File: config.mk
export PLATFORM = sky130hd
export DESIGN_NAME = tga_fifo
export DESIGN_NICKNAME = d
export VERILOG_FILES = /design/src/rtl/tga_pkg.sv /design/src/rtl/tga_fifo.sv
export SDC_FILE = /design/constraint.sdc
export NUM_CORES = 1
export LEC_CHECK = 0
export BUFFER_PORTS_ARGS = -buffer_cell sky130_fd_sc_hd__buf_2
export CELL_PAD_IN_SITES_DETAIL_PLACEMENT = 0
export CELL_PAD_IN_SITES_GLOBAL_PLACEMENT = 1
export CORE_UTILIZATION = 46
export DETAILED_ROUTE_END_ITERATION = 16
export GPL_ROUTABILITY_DRIVEN = 0
export PLACE_DENSITY_LB_ADDON = 0.1
export SYNTH_ARGS = -nofsm -noshare
export SYNTH_HDL_FRONTEND = slang
export SYNTH_SLANG_ARGS = --single-unit
File: constraint.sdc
create_clock -name clk -period 4.74 [get_ports clk]
set_input_delay 0.474 -clock clk [delete_from_list [all_inputs] [get_ports clk]]
set_output_delay 0.474 -clock clk [all_outputs]
set_load 0.05 [all_outputs]
File: src/rtl/tga_pkg.sv
// Shared types and constants for the transpose gather address generator.
`default_nettype none
package tga_pkg;
  localparam int unsigned NUM_AXES = 4;
  localparam int unsigned NUM_REGS = 2 * NUM_AXES;
  localparam int unsigned REG_IDX_W = $clog2(NUM_REGS);
  localparam int unsigned DATA_W = 32;
  localparam int unsigned DIV_STAGES = DATA_W;
  localparam int unsigned DIM_STAGES = DIV_STAGES + 2;

  localparam logic [REG_IDX_W-1:0] REG_OUT_STRIDE_0 = REG_IDX_W'(0);
  localparam logic [REG_IDX_W-1:0] REG_SRC_STRIDE_0 = REG_IDX_W'(NUM_AXES);

  typedef logic [DATA_W-1:0] word_t;

  typedef struct packed {
    word_t num;
    word_t rem;
    word_t quo;
    word_t acc;
  } stage_t;
endpackage
`default_nettype wire

File: src/rtl/tga_fifo.sv
// Back end: short result queue that drives the output stream.
`default_nettype none
module tga_fifo #(
  parameter int unsigned DEPTH = 2
) (
  input  wire logic           clk,
  input  wire logic           rst,
  input  wire logic           push,
  input  wire tga_pkg::word_t push_data,
  output logic                full,
  output logic                out_valid,
  input  wire logic           out_ready,
  output tga_pkg::word_t      out_data
);
  import tga_pkg::*;

  localparam int unsigned PW = (DEPTH > 1) ? $clog2(DEPTH) : 1;
  localparam int unsigned CW = $clog2(DEPTH + 1);

  word_t          mem [DEPTH];
  logic  [PW-1:0] wptr;
  logic  [PW-1:0] rptr;
  logic  [CW-1:0] count;
  logic           pop;

  assign pop       = out_valid && out_ready;
  assign out_valid = count != '0;
  assign full      = count == CW'(DEPTH);
  assign out_data  = mem[rptr];

  always_ff @(posedge clk) begin
    if (rst) begin
      wptr  <= '0;
      rptr  <= '0;
      count <= '0;
    end else begin
      if (push) begin
        wptr <= (wptr == PW'(DEPTH - 1)) ? '0 : wptr + PW'(1);
      end
      if (pop) begin
        rptr <= (rptr == PW'(DEPTH - 1)) ? '0 : rptr + PW'(1);
      end
      if (push && !pop) begin
        count <= count + CW'(1);
      end else if (pop && !push) begin
        count <= count - CW'(1);
      end
    end
  end

  always_ff @(posedge clk) begin
    if (push) begin
      mem[wptr] <= push_data;
    end
  end
endmodule
`default_nettype wire

==> metrics.yaml <==
cells_and_area:
  fin_util_pct: 59.7
  nets: 237
  mostFrequentLayoutCells: "buf_2 (69), edfxtp_1 (64), mux2_2 (30)"
  fillCellCount: 418
  n_antenna_cell: 0
  syn_to_final_growth_pct: 23.2
  drive_gt1_share_pct: 57.1
  final_common_cell: "buf_2"
setup_path:
  critPathMaxStageDelay_ns: 0.64
  timing.critical_path.buf_inv: 2
  cp_max_fo: 21
  worst_setup_path_start_kind: "flop"
  required_ns: 4.27
  critPathArrivalTime_ns: 1.97
  worstSetupPathType: "reg -> out"
  crit_path_end_kind: "output pin"
  critPathSlowestCell: "dfxtp_1"
  rrSetupSlack_ns: 3.09
  worstPathCellList: "buf_4 -> mux2_2 -> buf_2"
  critical-path-top-delay-family: "flip-flops"
synthesis:
  synth_ff_type: "edfxtp_1"
  synth_top_area_share_pct: 76.2
  synth.net_count: 159
  ys_seq_elements: 69
  synth_edf_count: 64
  synth_area_leader_cell: "edfxtp_1"
  synthCells: 122
  ys_types: 17
  syn_area_um2: 2520
  yosysWarnings: 0
  synth_seq_area_share_pct: 80.2
  async_reset_ff_share_pct: 0
  avgSynthCellArea_um2: 20.7
  yosys-top-cells-area: "edfxtp_1 (76%), mux2_2 (13%), dfxtp_1 (4.0%)"
global_routing:
  grt_pass1_wl_um: 6630
  grt.total_usage_pct: 15.8
  grt_max_degree: 33
  grt_pass1_vias: 1392
  grt_overflow_total: 0
  antenna_found_initial: 0
drt:
  drtIter0Drc: 69
  firstDrtPassIters: 4
  wl_per_cell_um: 14.8
  drtAntennaViolNets: 0
  drc: 0
  drt-total-wl_um: 4080
  vias_per_cell: 4.73
  via_count: 1300
floorplanning:
  rows: 26
  die_h_um: 76.0
  fp.dieW_um: 76.0
  ios: 70
  core_area_um2: 5200
  start_util_pct: 48.4
  dieArea_um2: 5780
timing:
  min_period_over_period_pct: 51.6
  skew_ns: 0.00928
  slew_violations: 0
  final-setup-viol-count: 0
  tns_ns: 0
  fin_crit_ns: 2.45
  hold_viol_final: 0
  fmax_mhz: 409
  maxSlewHeadroom_pct: 38.3
  rsz0062_at_grt: "false"
  max_slew.worst_pin.slew_ns: 0.923
power:
  leakagePower_nw: 1.18
  power_density_nw_per_um2: 562
  power_mw: 1.75
  ir_drop_v: 0.000308
clock_network:
  cts.clk_slew.worst_paths_ns: 0.07
  cts_inserted_buffers: 9
  post_cts_buffers: 0
  insertion_delay_ns: 0.33
  clock_sinks: 69
  cts_max_level: 3
  cts_tree: "built"
  holdBufCountCts: 0
  root_buffer: "clkbuf_8"
  cts_buffer_depth: 2
  postCtsResizedCells: 0
flow_run:
  max-cap-violations: 0
status:
  outcome: "complete, no violations"
place:
  port_buffers: 69
  hpwl_um: 2720
worst_hold_path:
  hold_path.class: "in -> reg"
-- layout make-up --
cell class,instances,area (um^2),share of cell area (%)
multi-input cells,49,479,15.4
clock inverters,6,30.0,0.967
flip-flops and latches,69,2020,65.1
repair buffers,71,360,11.6
clock buffers,10,128,4.11
well taps,70,87.6,2.82
-- flip-flops by register name, summed over array words and instances (netlist names), named ones only --
register  flops
count         2
mem          64
rptr          1
wptr          1
-- Yosys cell counts, drive strengths merged (2+ instances only) --
cell type / count
xor2: 3
o21ai: 2
dfxtp: 5
buf: 3
mux2: 32
edfxtp: 64
nor2: 4
-- report_power, final --
part | switching [mW] | internal (mW)
Sequential | 0.0334 | 0.721
Combinational | 0.428 | 0.184
Clock | 0.198 | 0.183
Total | 0.659 | 1.09
-- routing by layer --
layer	share of wire, %	track usage, %
met1	42	17.9
met3	3.9	5.87
met5	0	0
met2	51	25.9
met4	2.8	8.85
-- final timing paths --
check | cells after the start | end | from
setup / recovery | 3 | out_data[13] | flop
hold / removal | 1 | mem[0][29]$_DFFE_PP_ | push_data[29]
hold reg to reg | 2 | count[1]$_SDFFE_PP0P_ | count[1]$_SDFFE_PP0P_
setup reg to reg | 2 | mem[1][8]$_DFFE_PP_ | wptr$_SDFFE_PP0P_
-- kinds of logic after synthesis --
group | share of synthesized area (%)
AOI/OAI and AO/OA | 0.595
xor gates and xnor gates | 1.39
adders and majority gates | 0.496
buffers and inverters | 1.09
DFF | 80.2
muxes | 14.3
and+or+nand+nor | 1.94
-- through the flow --
| step | worst slack [ns] | area (um^2) | hold slack (ns) | instances |
|---|---|---|---|---|
| floorplan | 2.39 | 2520 | 0.466 | 122 |
| global placement | 2.66 | 2950 | 0.482 | 259 |
| global route | 2.11 | 3110 | 0.306 | 275 |
| detailed placement | 2.61 | 2950 | 0.497 | 259 |
| CTS | 2.25 | 3110 | 0.318 | 275 |
| finish | 2.29 | 3110 | 0.332 | 275 |
Note: power is estimated with default switching activity, not from simulation.
