===== src/rtl/tga_pkg.sv =====
// Shared types and constants for the transpose gather address generator.
`default_nettype none
package tga_pkg;
  localparam int unsigned NUM_AXES = 4;
  localparam int unsigned NUM_REGS = 2 * NUM_AXES;
  localparam int unsigned REG_IDX_W = $clog2(NUM_REGS);
  localparam int unsigned DATA_W = 32;
  localparam int unsigned DIV_STAGES = DATA_W;
  localparam int unsigned DIM_STAGES = DIV_STAGES + 2;

  localparam logic [REG_IDX_W-1:0] REG_OUT_STRIDE_0 = REG_IDX_W'(0);
  localparam logic [REG_IDX_W-1:0] REG_SRC_STRIDE_0 = REG_IDX_W'(NUM_AXES);

  typedef logic [DATA_W-1:0] word_t;

  typedef struct packed {
    word_t num;
    word_t rem;
    word_t quo;
    word_t acc;
  } stage_t;
endpackage
`default_nettype wire


===== src/rtl/tga_cfg.sv =====
// Stride register file written through the configuration port.
`default_nettype none
module tga_cfg (
  input  wire logic                          clk,
  input  wire logic                          rst,
  input  wire logic                          cfg_we,
  input  wire logic [tga_pkg::REG_IDX_W-1:0] cfg_addr,
  input  wire tga_pkg::word_t                cfg_wdata,
  output tga_pkg::word_t                     div_stride [tga_pkg::NUM_AXES],
  output tga_pkg::word_t                     src_stride [tga_pkg::NUM_AXES]
);
  import tga_pkg::*;

  for (genvar a = 0; a < NUM_AXES; a++) begin : g_reg
    always_ff @(posedge clk) begin
      if (rst) begin
        div_stride[a] <= word_t'(1);
        src_stride[a] <= (a == NUM_AXES - 1) ? word_t'(1) : word_t'(0);
      end else if (cfg_we) begin
        if (cfg_addr == REG_OUT_STRIDE_0 + REG_IDX_W'(a)) begin
          div_stride[a] <= cfg_wdata;
        end
        if (cfg_addr == REG_SRC_STRIDE_0 + REG_IDX_W'(a)) begin
          src_stride[a] <= cfg_wdata;
        end
      end
    end
  end
endmodule
`default_nettype wire


===== config.mk =====
export PLATFORM = sky130hd
export DESIGN_NAME = tga_cfg
export DESIGN_NICKNAME = d
export VERILOG_FILES = /design/src/rtl/tga_pkg.sv /design/src/rtl/tga_cfg.sv
export SDC_FILE = /design/constraint.sdc
export NUM_CORES = 1
export LEC_CHECK = 0
export ABC_CLOCK_PERIOD_IN_PS = 2000
export BUFFER_PORTS_ARGS = -buffer_cell sky130_fd_sc_hd__buf_2
export CORE_MARGIN = 5
export CORE_UTILIZATION = 40
export DETAILED_ROUTE_END_ITERATION = 10
export SLEW_MARGIN = 0
export SYNTH_ARGS = -nofsm -noshare
export SYNTH_HDL_FRONTEND = slang
export SYNTH_SLANG_ARGS = --single-unit
export TNS_END_PERCENT = 5

===== constraint.sdc =====
create_clock -name clk -period 2 [get_ports clk]
set_input_delay 0.5 -clock clk [delete_from_list [all_inputs] [get_ports clk]]
set_output_delay 0.5 -clock clk [all_outputs]
set_load 0.05 [all_outputs]

==> metrics.md, run 1 <==
| Metric | Value |
|---|---|
| Synth Area in Compound Gates | `0%` |
| RD Place Congestion | `0.771` |
| NetSw | `2.88 mW` |
| Slowest CP cell | `dfxtp_1` |
| Sw Share | `25.0%` |
| Metal-1 WL | `12.9 mm` |
| Syn Inst Count | `906` |
| H-Tree Depth | `1` |
| FMAX | `597 MHz` |
| Min setup slack post-route | `324 ps` |
| Mux contribution to synthesized area | `25.6%` |
| RSZ-0062 raised after global routing | `no` |
| Root Buffer | `clkbuf_16` |
| CP delay by family, top | `flip-flops` |
| Worst-path clk slew | `60 ps` |
| Vias in the first global route | `7,169` |
| Die height | `168 um` |
| Setup crit end kind | `output pin` |
| Worst Tran Pin Value | `439 ps` |
| Tightest Hold Check Type | `in2reg` |
| Final Setup Violations | `0` |
| Pin count of the biggest net entering global routing | `60` |
| Main combinational cell family by area after synthesis | `multiplexers` |
| Post-Synth Adder-Cell Area | `0%` |
| Clock Power Share | `44.5%` |
| Post-CTS setup buffer count | `0` |
| Initial Util | `40.9%` |
| Clock sinks | `256` |
| Post-synth ARST share | `0%` |
| Primary FF master, synth | `dfxtp_1` |
| Buffers plus inverters on the worst setup path | `1` |
| WP data arrival | `1180 ps` |
| Via-to-Cell Ratio | `4.69` |
| DR vias | `7,090` |
| TritonRoute pass-1 iters | `4` |
| Post-synth EDFFs | `0` |
| Met3 wire length | `1.87 mm` |
| Max Buffers Root-to-Sink | `3` |
| Hold path start | `cfg_wdata[0]` |
| Grt ovf | `0` |
| Critical Path Start Type | `flip-flop` |
| Ant. Diodes | `0` |
| Crit path kind | `reg2out` |
| Setup TNS | `0 ps` |
| Pre-CTS setup slack | `214 ps` |
| XOR/XNOR Fraction of Synth Area | `0%` |
| Residual DRC | `0` |
| Yosys cell types | `16` |
| Initial antenna violation count | `0` |
| Mapped cell area | `10,000 sq um` |
| Comb power frac | `9.8%` |
| Clock Latency Late Sink | `520 ps` |
| Max-Cap Viols | `0` |
| Port Buffer Count | `293` |
| Relative slew slack | `70.7%` |
| Worst R2R Start | `src_stride[47]` |
| Final Critical Period | `1680 ps` |
| P per Cell Area | `897 nW/um^2` |
| Post-synthesis sequential area ratio | `51.2%` |
| Initial DRC Count | `298` |
| Mapped Nets | `944` |
| Yosys warning count | `0` |
| Die extent in x | `168 um` |
| Top Ports | `294` |
| Peak supply drop | `445 uV` |
| Reg-to-reg slack, setup | `1360 ps` |
| Final #Nets | `1,206` |
| CP peak stage delay | `370 ps` |
| Post-cts resize count | `0` |
| Final worst path period share | `83.8%` |
| Post-Synth Simple-Gate Area | `18.9%` |
| CTS Buf Count | `29` |
| WP data required | `1500 ps` |
| Post-synthesis register bit count | `256` |
| Area growth, synth to finish | `28.5%` |
| Worst Hold End | `src_stride[0]` |
| Critical-path maximum fanout | `2` |
| Die ar. | `28,300 sq um` |
| Top Metal Used | `met4` |
| Remaining antenna violation count | `0` |
| Seq pwr share | `45.7%` |
| Avg Cell Area, Syn | `11.0 sq um` |
| Detail Placement HPWL | `19.6 mm` |
| R2r endpoint | `src_stride[47]` |
| Leakage | `6.95 nW` |
| Status | `finished, final reports clean` |
| Core footprint | `24,500 sq um` |
| Top-count cell post-synth | `nand2b_1` |
| Synth area leader | `dfxtp_1` |
| DR WL/cell | `18.7 um` |
| Top area cells in the synthesized netlist | `dfxtp_1 51%, mux2i_1 26%, nand2b_1 18%, clkbuf_1 2.0%, buf_2 1.4%` |
| Routed wire length | `28.3 mm` |
| Top cell type's share of synthesized area | `51.2%` |
| Final setup skew | `0 ps` |
| Slew Viols, Final | `0` |
| Num rows | `57` |
| CTS tree | `built` |
| Pint | `8.66 mW` |
| Critical-path cell list | `buf_2` |
| Hold depth | `3` |
| GRT Util Overall | `19.1%` |
| Post-synth top cells | `283 x nand2b_1, 256 x dfxtp_1, 256 x mux2i_1, 52 x clkbuf_1, 28 x buf_2` |
| Global-route wire length before repair | `43.4 mm` |
| Final design utilization | `52.6%` |
| Hold Fails Final Rpt | `0` |
| Hold_buf cts | `0` |
| Routed met2 length | `12.9 mm` |
| Share of cells above drive strength 1 | `32.0%` |
| Worst R2R Path Depth | `2` |
==> how the worst max path moves through the flow <==
stage | endpoint | slack, ps | cells after the start | from
final | src_stride[47] | 320 | 1 | src_stride[47]
after global routing | div_stride[66] | 270 | 1 | div_stride[66]
after CTS | src_stride[47] | 300 | 1 | src_stride[47]
after detailed placement | div_stride[4] | 210 | 4 | rst
after global placement | div_stride[4] | 230 | 4 | rst
after floorplan | div_stride[117] | 320 | 5 | cfg_addr[1]
==> power by group through the flow <==
stage	Combinational, mW	Clock, mW	Sequential [mW]
6_report	1.13	5.14	5.27
5_1_grt	1.19	5.51	5.28
4_1_cts	1.14	5.28	5.27
3_5_place_dp	1.14	0	5.38
3_3_place_gp	1.13	0	5.38
2_1_floorplan	0.420	0	5.77
==> cells by family (layout without fill, tap and decap cells) <==
logic type / after synthesis / after routing
AND/OR/NAND/NOR: 299 / 299
multiplexers: 256 / 256
flip-flops: 256 / 256
buffers and inverters: 95 / 377
==> through the flow <==
step | cell area (sq um) | hold WS (ps) | total power [mW] | instances
6_report | 12900 | 346 | 11.5 | 1512
5_1_grt | 12900 | 364 | 12.0 | 1512
4_1_cts | 12900 | 331 | 11.7 | 1512
3_5_place_dp | 11900 | 457 | 6.52 | 1461
3_3_place_gp | 11900 | 456 | 6.52 | 1461
2_1_floorplan | 10000 | 692 | 6.19 | 906
==> layout make-up <==
type	count	area [sq um]
timing repair buffer	326	1880
tap	324	405
sequential	256	5120
fill	2245	11600
multi-input combinational	555	4500
clock buffer	39	853
clock inverter	12	85.1
==> cells in the final DEF (no fill, tap or decap), types with 2 or more instances in the layout <==
cell       count
buf_12        13
nor2_1         6
nand4b_1       3
nand4bb_4      2
clkinv_2      11
buf_4         20
clkbuf_8       9
nand2b_1     283
buf_2        292
mux2i_1      256
dfxtp_1      256
clkbuf_16     29
==> sequential cells by signal (all words and copies together), names as in the netlist <==
name,flops
div_stride,128
src_stride,128
==> per-layer routing <==
metal	GRT usage, %	up-vias
met1	25.6	3362
met2	31.1	213
li1	-	3478
met4	4.80	0
met5	0	-
met3	4.85	37
Note: power is estimated with default switching activity, not from simulation.
==> inputs of run 2 (changes only) <==
Settings changed: ABC_AREA from default to 1, ABC_CLOCK_PERIOD_IN_PS 2000 to 1400, PLACE_DENSITY from default to 0.67.
Clock period 2 ns to 1.4 ns, I/O delays scaled along.
==> metrics.md, run 2 <==
| Metric | Value |
|---|---|
| Final Setup Violations | `1` |
| Post-Synth Adder-Cell Area | `0%` |
| Top area cells in the synthesized netlist | `dfxtp_1 52%, nor2_1 19%, nand3_1 11%, nand2_1 11%, buf_2 2.4%` |
| Root Buffer | `clkbuf_16` |
| Clock sinks | `256` |
| Commonest non-fill, non-tap cell in the layout | `nor2_1` |
| CP peak stage delay | `360 ps` |
| Seq pwr share | `42.3%` |
| Tightest Hold Check Type | `in2reg` |
| Peak supply drop | `959 uV` |
| Pin count of the biggest net entering global routing | `45` |
| Main combinational cell family by area after synthesis | `simple AND/OR/NAND/NOR gates` |
| Total power | `18.5 mW` |
| Hold path start | `cfg_wdata[0]` |
| WP data required | `1050 ps` |
| Final #Nets | `1,754` |
| Reg-to-reg slack, setup | `730 ps` |
| Post-synth EDFFs | `0` |
| Fill count | `1,942` |
| Avg Cell Area, Syn | `6.91 sq um` |
| P per Cell Area | `1180 nW/um^2` |
| Slew Viols, Final | `0` |
| Via-to-Cell Ratio | `5.06` |
| Remaining antenna violation count | `0` |
| Final setup skew | `0 ps` |
| Die ar. | `28,000 sq um` |
| Worst R2R Start | `div_stride[123]` |
| Mapped cell area | `9900 sq um` |
| CTS tree | `built` |
| CP delay by family, top | `flip-flops` |
| Die height | `167 um` |
| RD Place Congestion | `0.831` |
| Hold depth | `3` |
| Critical-path cell list | `buf_6` |
| Commonest non-fill, non-tap cells in the layout | `502 x nor2_1, 299 x nand2_1, 247 x dfxtp_2` |
| Clock Latency Late Sink | `520 ps` |
| Num rows | `57` |
| Top cell type's share of synthesized area | `51.7%` |
| Layout Cells excl Fill | `2,060` |
| Largest registers | `div_stride: 128 flops, src_stride: 128 flops` |
| Max Buffers Root-to-Sink | `3` |
| Sw Share | `28.1%` |
| Pre-CTS setup slack | `-94.1 ps` |
| Post-Synth Simple-Gate Area | `42.3%` |
| Yosys warning count | `0` |
| Routed wire length | `37.1 mm` |
| Final Critical Period | `1410 ps` |
| Area growth, synth to finish | `58.3%` |
| Clock Power Share | `40.9%` |
| Initial Util | `40.7%` |
| Post-synthesis sequential area ratio | `51.7%` |
| Synth area leader | `dfxtp_1` |
| RSZ-0062 raised after global routing | `yes` |
| Share of cells above drive strength 1 | `38.4%` |
| Worst Hold End | `div_stride[96]` |
| Comb power frac | `16.8%` |
| Vias in the first global route | `9,857` |
| CTS Buf Count | `27` |
| Syn Inst Count | `1,434` |
| Status | `complete, but fails checks` |
| Critical Path Start Type | `flip-flop` |
| Grt ovf | `0` |
| GRT Util Overall | `24.3%` |
| Leakage | `6.93 nW` |
| Global-route wire length before repair | `55.7 mm` |
| Pint | `13.3 mW` |
| Mux contribution to synthesized area | `0%` |
| R2r endpoint | `div_stride[123]` |
| Worst-path clk slew | `60 ps` |
| XOR/XNOR Fraction of Synth Area | `0%` |
| TritonRoute pass-1 iters | `7` |
| Post-synth ARST share | `0%` |
| Worst R2R Path Depth | `2` |
| FMAX | `711 MHz` |
| Slowest CP cell | `dfxtp_2` |
| Min Hold Slack | `180 ps` |
| Worst Tran Pin Value | `504 ps` |
| Ant. Diodes | `0` |
| Synth Area in Compound Gates | `0.101%` |
| Top Ports | `294` |
| DR WL/cell | `18.0 um` |
| DR vias | `10.4k` |
| Min setup slack post-route | `-7.25 ps` |
| Setup crit end kind | `output pin` |
| WP data arrival | `1060 ps` |
| Relative slew slack | `66.4%` |
| Setup TNS | `-7.25 ps` |
| Yosys cell types | `11` |
| Port Buffer Count | `293` |
| Residual DRC | `0` |
| Critical-path maximum fanout | `2` |
| Max-Cap Viols | `0` |
| Top-count cell post-synth | `nor2_1` |
| Hold Fails Final Rpt | `0` |
| Mapped Nets | `1,472` |
| H-Tree Depth | `1` |
| Initial DRC Count | `903` |
| Buffers plus inverters on the worst setup path | `1` |
| Violated checks | `negative setup slack` |
| Crit path kind | `reg2out` |
| Primary FF master, synth | `dfxtp_1` |
| Initial antenna violation count | `2` |
| NetSw | `5.18 mW` |
| Final worst path period share | `101%` |
| Core footprint | `24,300 sq um` |
| Die extent in x | `167 um` |
| Placed instance count | `2,011` |
| Hold_buf cts | `0` |
| Post-synth top cells | `509 x nor2_1, 299 x nand2_1, 256 x dfxtp_1, 225 x nand3_1, 48 x buf_2` |
| Post-synthesis register bit count | `256` |
| Detail Placement HPWL | `23.2 mm` |
## run 2: changes by cell type in the layout (fill, tap and decap cells not counted), moves of 9 or more
cell,before,now
buf_12,13,32
dfxtp_4,0,9
buf_2,292,37
nand2b_1,283,0
mux2i_1,256,0
nor2_4,0,10
dfxtp_1,256,0
buf_6,1,113
nand2_1,0,299
buf_8,0,143
nor2_1,6,502
inv_1,0,37
dfxtp_2,0,247
nand3_1,0,225
## run 2: worst max path at each step
stage	slack, ps	startpoint	endpoint	cells after the start
after detailed placement	-90	cfg_addr[2]	src_stride[69]	8
after global placement	-70	cfg_addr[2]	src_stride[12]	8
after global routing	-30	div_stride[113]	div_stride[113]	1
after CTS	-20	src_stride[58]	src_stride[58]	1
after floorplan	130	cfg_we	div_stride[100]	7
final	-7	div_stride[113]	div_stride[113]	1
## run 2: layout make-up
class | instances | area [sq um] | area share (%)
Sequential cell | 256 | 5470 | 34.9
Timing Repair Buffer | 352 | 4450 | 28.4
Multi-Input combinational cell | 1040 | 4270 | 27.2
Clock buffer | 38 | 777 | 4.96
Tap cell | 324 | 405 | 2.59
Clock inverter | 11 | 158 | 1.01
Inverter | 39 | 155 | 0.990
## run 2: cell families after synthesis
logic type,Yosys count
AND/OR/NAND/NOR,1038
buffers and inverters,138
AO/OA/AOI/OAI,2
flip-flops,256
## run 2: layer usage
metal	track usage [%]	routed length [um]
met3	6.67	3340
met2	40.8	17900
met1	30.3	14600
met4	8.01	1260
met5	0	34
## run 2: stage by stage
| step | instance area, sq um | utilization [%] |
|---|---|---|
| after detailed placement | 12300 | 50.4 |
| after CTS | 15200 | 62.5 |
| after global placement | 12300 | 50.4 |
| final | 15700 | 64.5 |
| after global routing | 15700 | 64.5 |
| after floorplan | 9900 | - |
## run 2: repair_timing
| item | 4_1_cts | 5_1_grt |
|---|---|---|
| endpoints found under the setup margin | 256 | 172 |
| cloned | 0 | 0 |
| buffers inserted | 0 | 0 |
| gates resized for setup | 775 | 145 |
## run 2: power by group through the flow
| stage | logic [mW] | registers [mW] | clock network [mW] |
|---|---|---|---|
| 2_1_floorplan | 0.907 | 8.71 | 0 |
| 3_3_place_gp | 2.62 | 7.84 | 0 |
| 3_5_place_dp | 2.64 | 7.84 | 0 |
| 4_1_cts | 2.98 | 7.79 | 7.65 |
| 5_1_grt | 3.28 | 7.83 | 7.96 |
| 6_report | 3.10 | 7.81 | 7.54 |
==> inputs of run 3 (changes only) <==
--- a/config.mk
+++ b/config.mk
@@ -9,3 +9,2 @@
 export ABC_CLOCK_PERIOD_IN_PS = 1400
-export BUFFER_PORTS_ARGS = -buffer_cell sky130_fd_sc_hd__buf_2
 export CORE_MARGIN = 5
@@ -13,3 +12,3 @@
 export DETAILED_ROUTE_END_ITERATION = 10
-export PLACE_DENSITY = 0.67
+export DONT_BUFFER_PORTS = 1
 export SLEW_MARGIN = 0
--- a/constraint.sdc
+++ b/constraint.sdc
@@ -3,2 +3,2 @@
 set_output_delay 0.35 -clock clk [all_outputs]
-set_load 0.05 [all_outputs]
+set_load 0.005 [all_outputs]
==> metrics.md, run 3 (synthesized netlist as in run 2, its figures left out) <==
| Metric | Value |
|---|---|
| Status | `finished, final reports clean` |
| Crit path depth | `0` |
| Post-CTS setup buffer count | `0` |
| RD Place Congestion | `0.811` |
| Placement Cell Area | `10,700 sq um` |
| WP data arrival | `970 ps` |
| Global-route wire length before repair | `50.1 mm` |
| Die extent in x | `167 um` |
| Relative slew slack | `64.9%` |
| Grt ovf | `0` |
| Final worst path period share | `94.3%` |
| FMAX | `758 MHz` |
| Initial Util | `40.7%` |
| Clock Latency Late Sink | `530 ps` |
| Port Buffer Count | `0` |
| Worst R2R Start | `div_stride[0]` |
| Largest registers | `div_stride: 128 flops, src_stride: 128 flops` |
| Area growth, synth to finish | `17.7%` |
| Worst Tran Pin Value | `526 ps` |
| Critical-path maximum fanout | `2` |
| Max-Cap Viols | `0` |
| Fill count | `2,443` |
| Tightest Hold Check Type | `in2reg` |
| DR vias | `8,875` |
| Crit path kind | `reg2out` |
| Setup TNS | `0 ps` |
| DR WL/cell | `18.5 um` |
| Die height | `167 um` |
| Residual DRC | `0` |
| Register area | `5120 sq um` |
| P per Cell Area | `1440 nW/um^2` |
| R2r endpoint | `div_stride[0]` |
| Multi-input combinational cell area | `4260 sq um` |
| Crit path to | `src_stride[22]` |
| Initial antenna violation count | `0` |
| CTS tree | `built` |
| Peak supply drop | `851 uV` |
| Via-to-Cell Ratio | `5.04` |
| Met2 Use GR | `35.0%` |
| Worst R2R Path Depth | `2` |
| Top Ports | `294` |
| H-Tree Depth | `1` |
| Hold_buf cts | `1` |
| Routed wire length | `32.5 mm` |
| Gr busiest metal | `met2` |
| Met3 Usage GRT | `9.43%` |
| Final Setup Violations | `0` |
| Hold Fails Final Rpt | `0` |
| Max Buffers Root-to-Sink | `3` |
| Critical Path Start Type | `flip-flop` |
| Slew Viols, Final | `0` |
| Final Critical Period | `1320 ps` |
| Min setup slack post-route | `80.2 ps` |
| Reg-to-reg slack, setup | `730 ps` |
| CTS Buf Count | `28` |
| Worst-path clk slew | `60 ps` |
| Initial DRC Count | `657` |
| Post-cts resize count | `0` |
| Post-route cell area | `11,700 sq um` |
| WP data required | `1050 ps` |
| Commonest non-fill, non-tap cell in the layout | `nor2_1` |
| Setup crit end kind | `output pin` |
| Final setup skew | `0 ps` |
| Root Buffer | `clkbuf_16` |
| Final #Nets | `1,453` |
| Pre-CTS setup slack | `16.3 ps` |
| TritonRoute pass-1 iters | `5` |
| Clock sinks | `256` |
| Pin count of the biggest net entering global routing | `48` |
| Vias in the first global route | `8,156` |
| GRT Util Overall | `22.1%` |
| Share of cells above drive strength 1 | `7.38%` |
| RSZ-0062 raised after global routing | `no` |
| Worst setup path startpoint | `src_stride[22]` |
| Commonest non-fill, non-tap cells in the layout | `502 x nor2_1, 299 x nand2_1, 256 x dfxtp_1` |
| Num rows | `57` |
| Ant. Diodes | `0` |
| Die ar. | `28,000 sq um` |
| GR Layer Usage met1 | `28.1%` |
| Core footprint | `24,300 sq um` |
| Detail Placement HPWL | `22.0 mm` |
| Remaining antenna violation count | `0` |
| Leakage | `4.89 nW` |
## run 3: per-layer routing
layer | up-vias | wire length [um]
li1 | 4406 | -
met1 | 4068 | 13400
met2 | 353 | 14600
met3 | 48 | 3800
met4 | 0 | 791
met5 | - | 0
## run 3: layout make-up
type	count	share of cell area, %
multi-input cells	1040	36.6
repair buffers	50	6.36
clock buffers	47	7.67
clock inverters	4	0.623
inverters	39	1.33
flip-flops and latches	256	44.0
well taps	324	3.48
## run 3: how the worst min path moves through the flow
stage                     slack [ps]          from  cells past startpoint              to
after floorplan                  460  cfg_wdata[0]                      2  div_stride[32]
after global placement           470  cfg_wdata[0]                      2  div_stride[96]
after detailed placement         470  cfg_wdata[0]                      2  div_stride[32]
after CTS                         20           rst                      2   div_stride[0]
after global routing              30           rst                      2  div_stride[96]
final                             30           rst                      2  div_stride[96]
## run 3: worst reg2reg max path: cells and delay by family (launching register included)
family	cells	cell delay, ps
AOI/OAI and AO/OA	1	120
and+or+nand+nor	1	70
DFF	1	420
## run 3: metrics by stage
step / hold slack [ps] / total power, mW / cells / utilization, %
2_1_floorplan: 463 / 8.76 / 1434 / -
3_3_place_gp: 468 / 9.31 / 1708 / 43.9
3_5_place_dp: 472 / 9.33 / 1708 / 43.9
4_1_cts: 24.9 / 16.9 / 1760 / 47.9
5_1_grt: 31.0 / 17.4 / 1760 / 47.9
6_report: 32.9 / 16.8 / 1760 / 47.9
## run 3: power breakdown
group          total [mW]  switching, mW  internal [mW]
Sequential           7.79          0.243           7.55
Clock                7.61           2.94           4.67
Combinational        1.38          0.912          0.465
Total                16.8           4.09           12.7
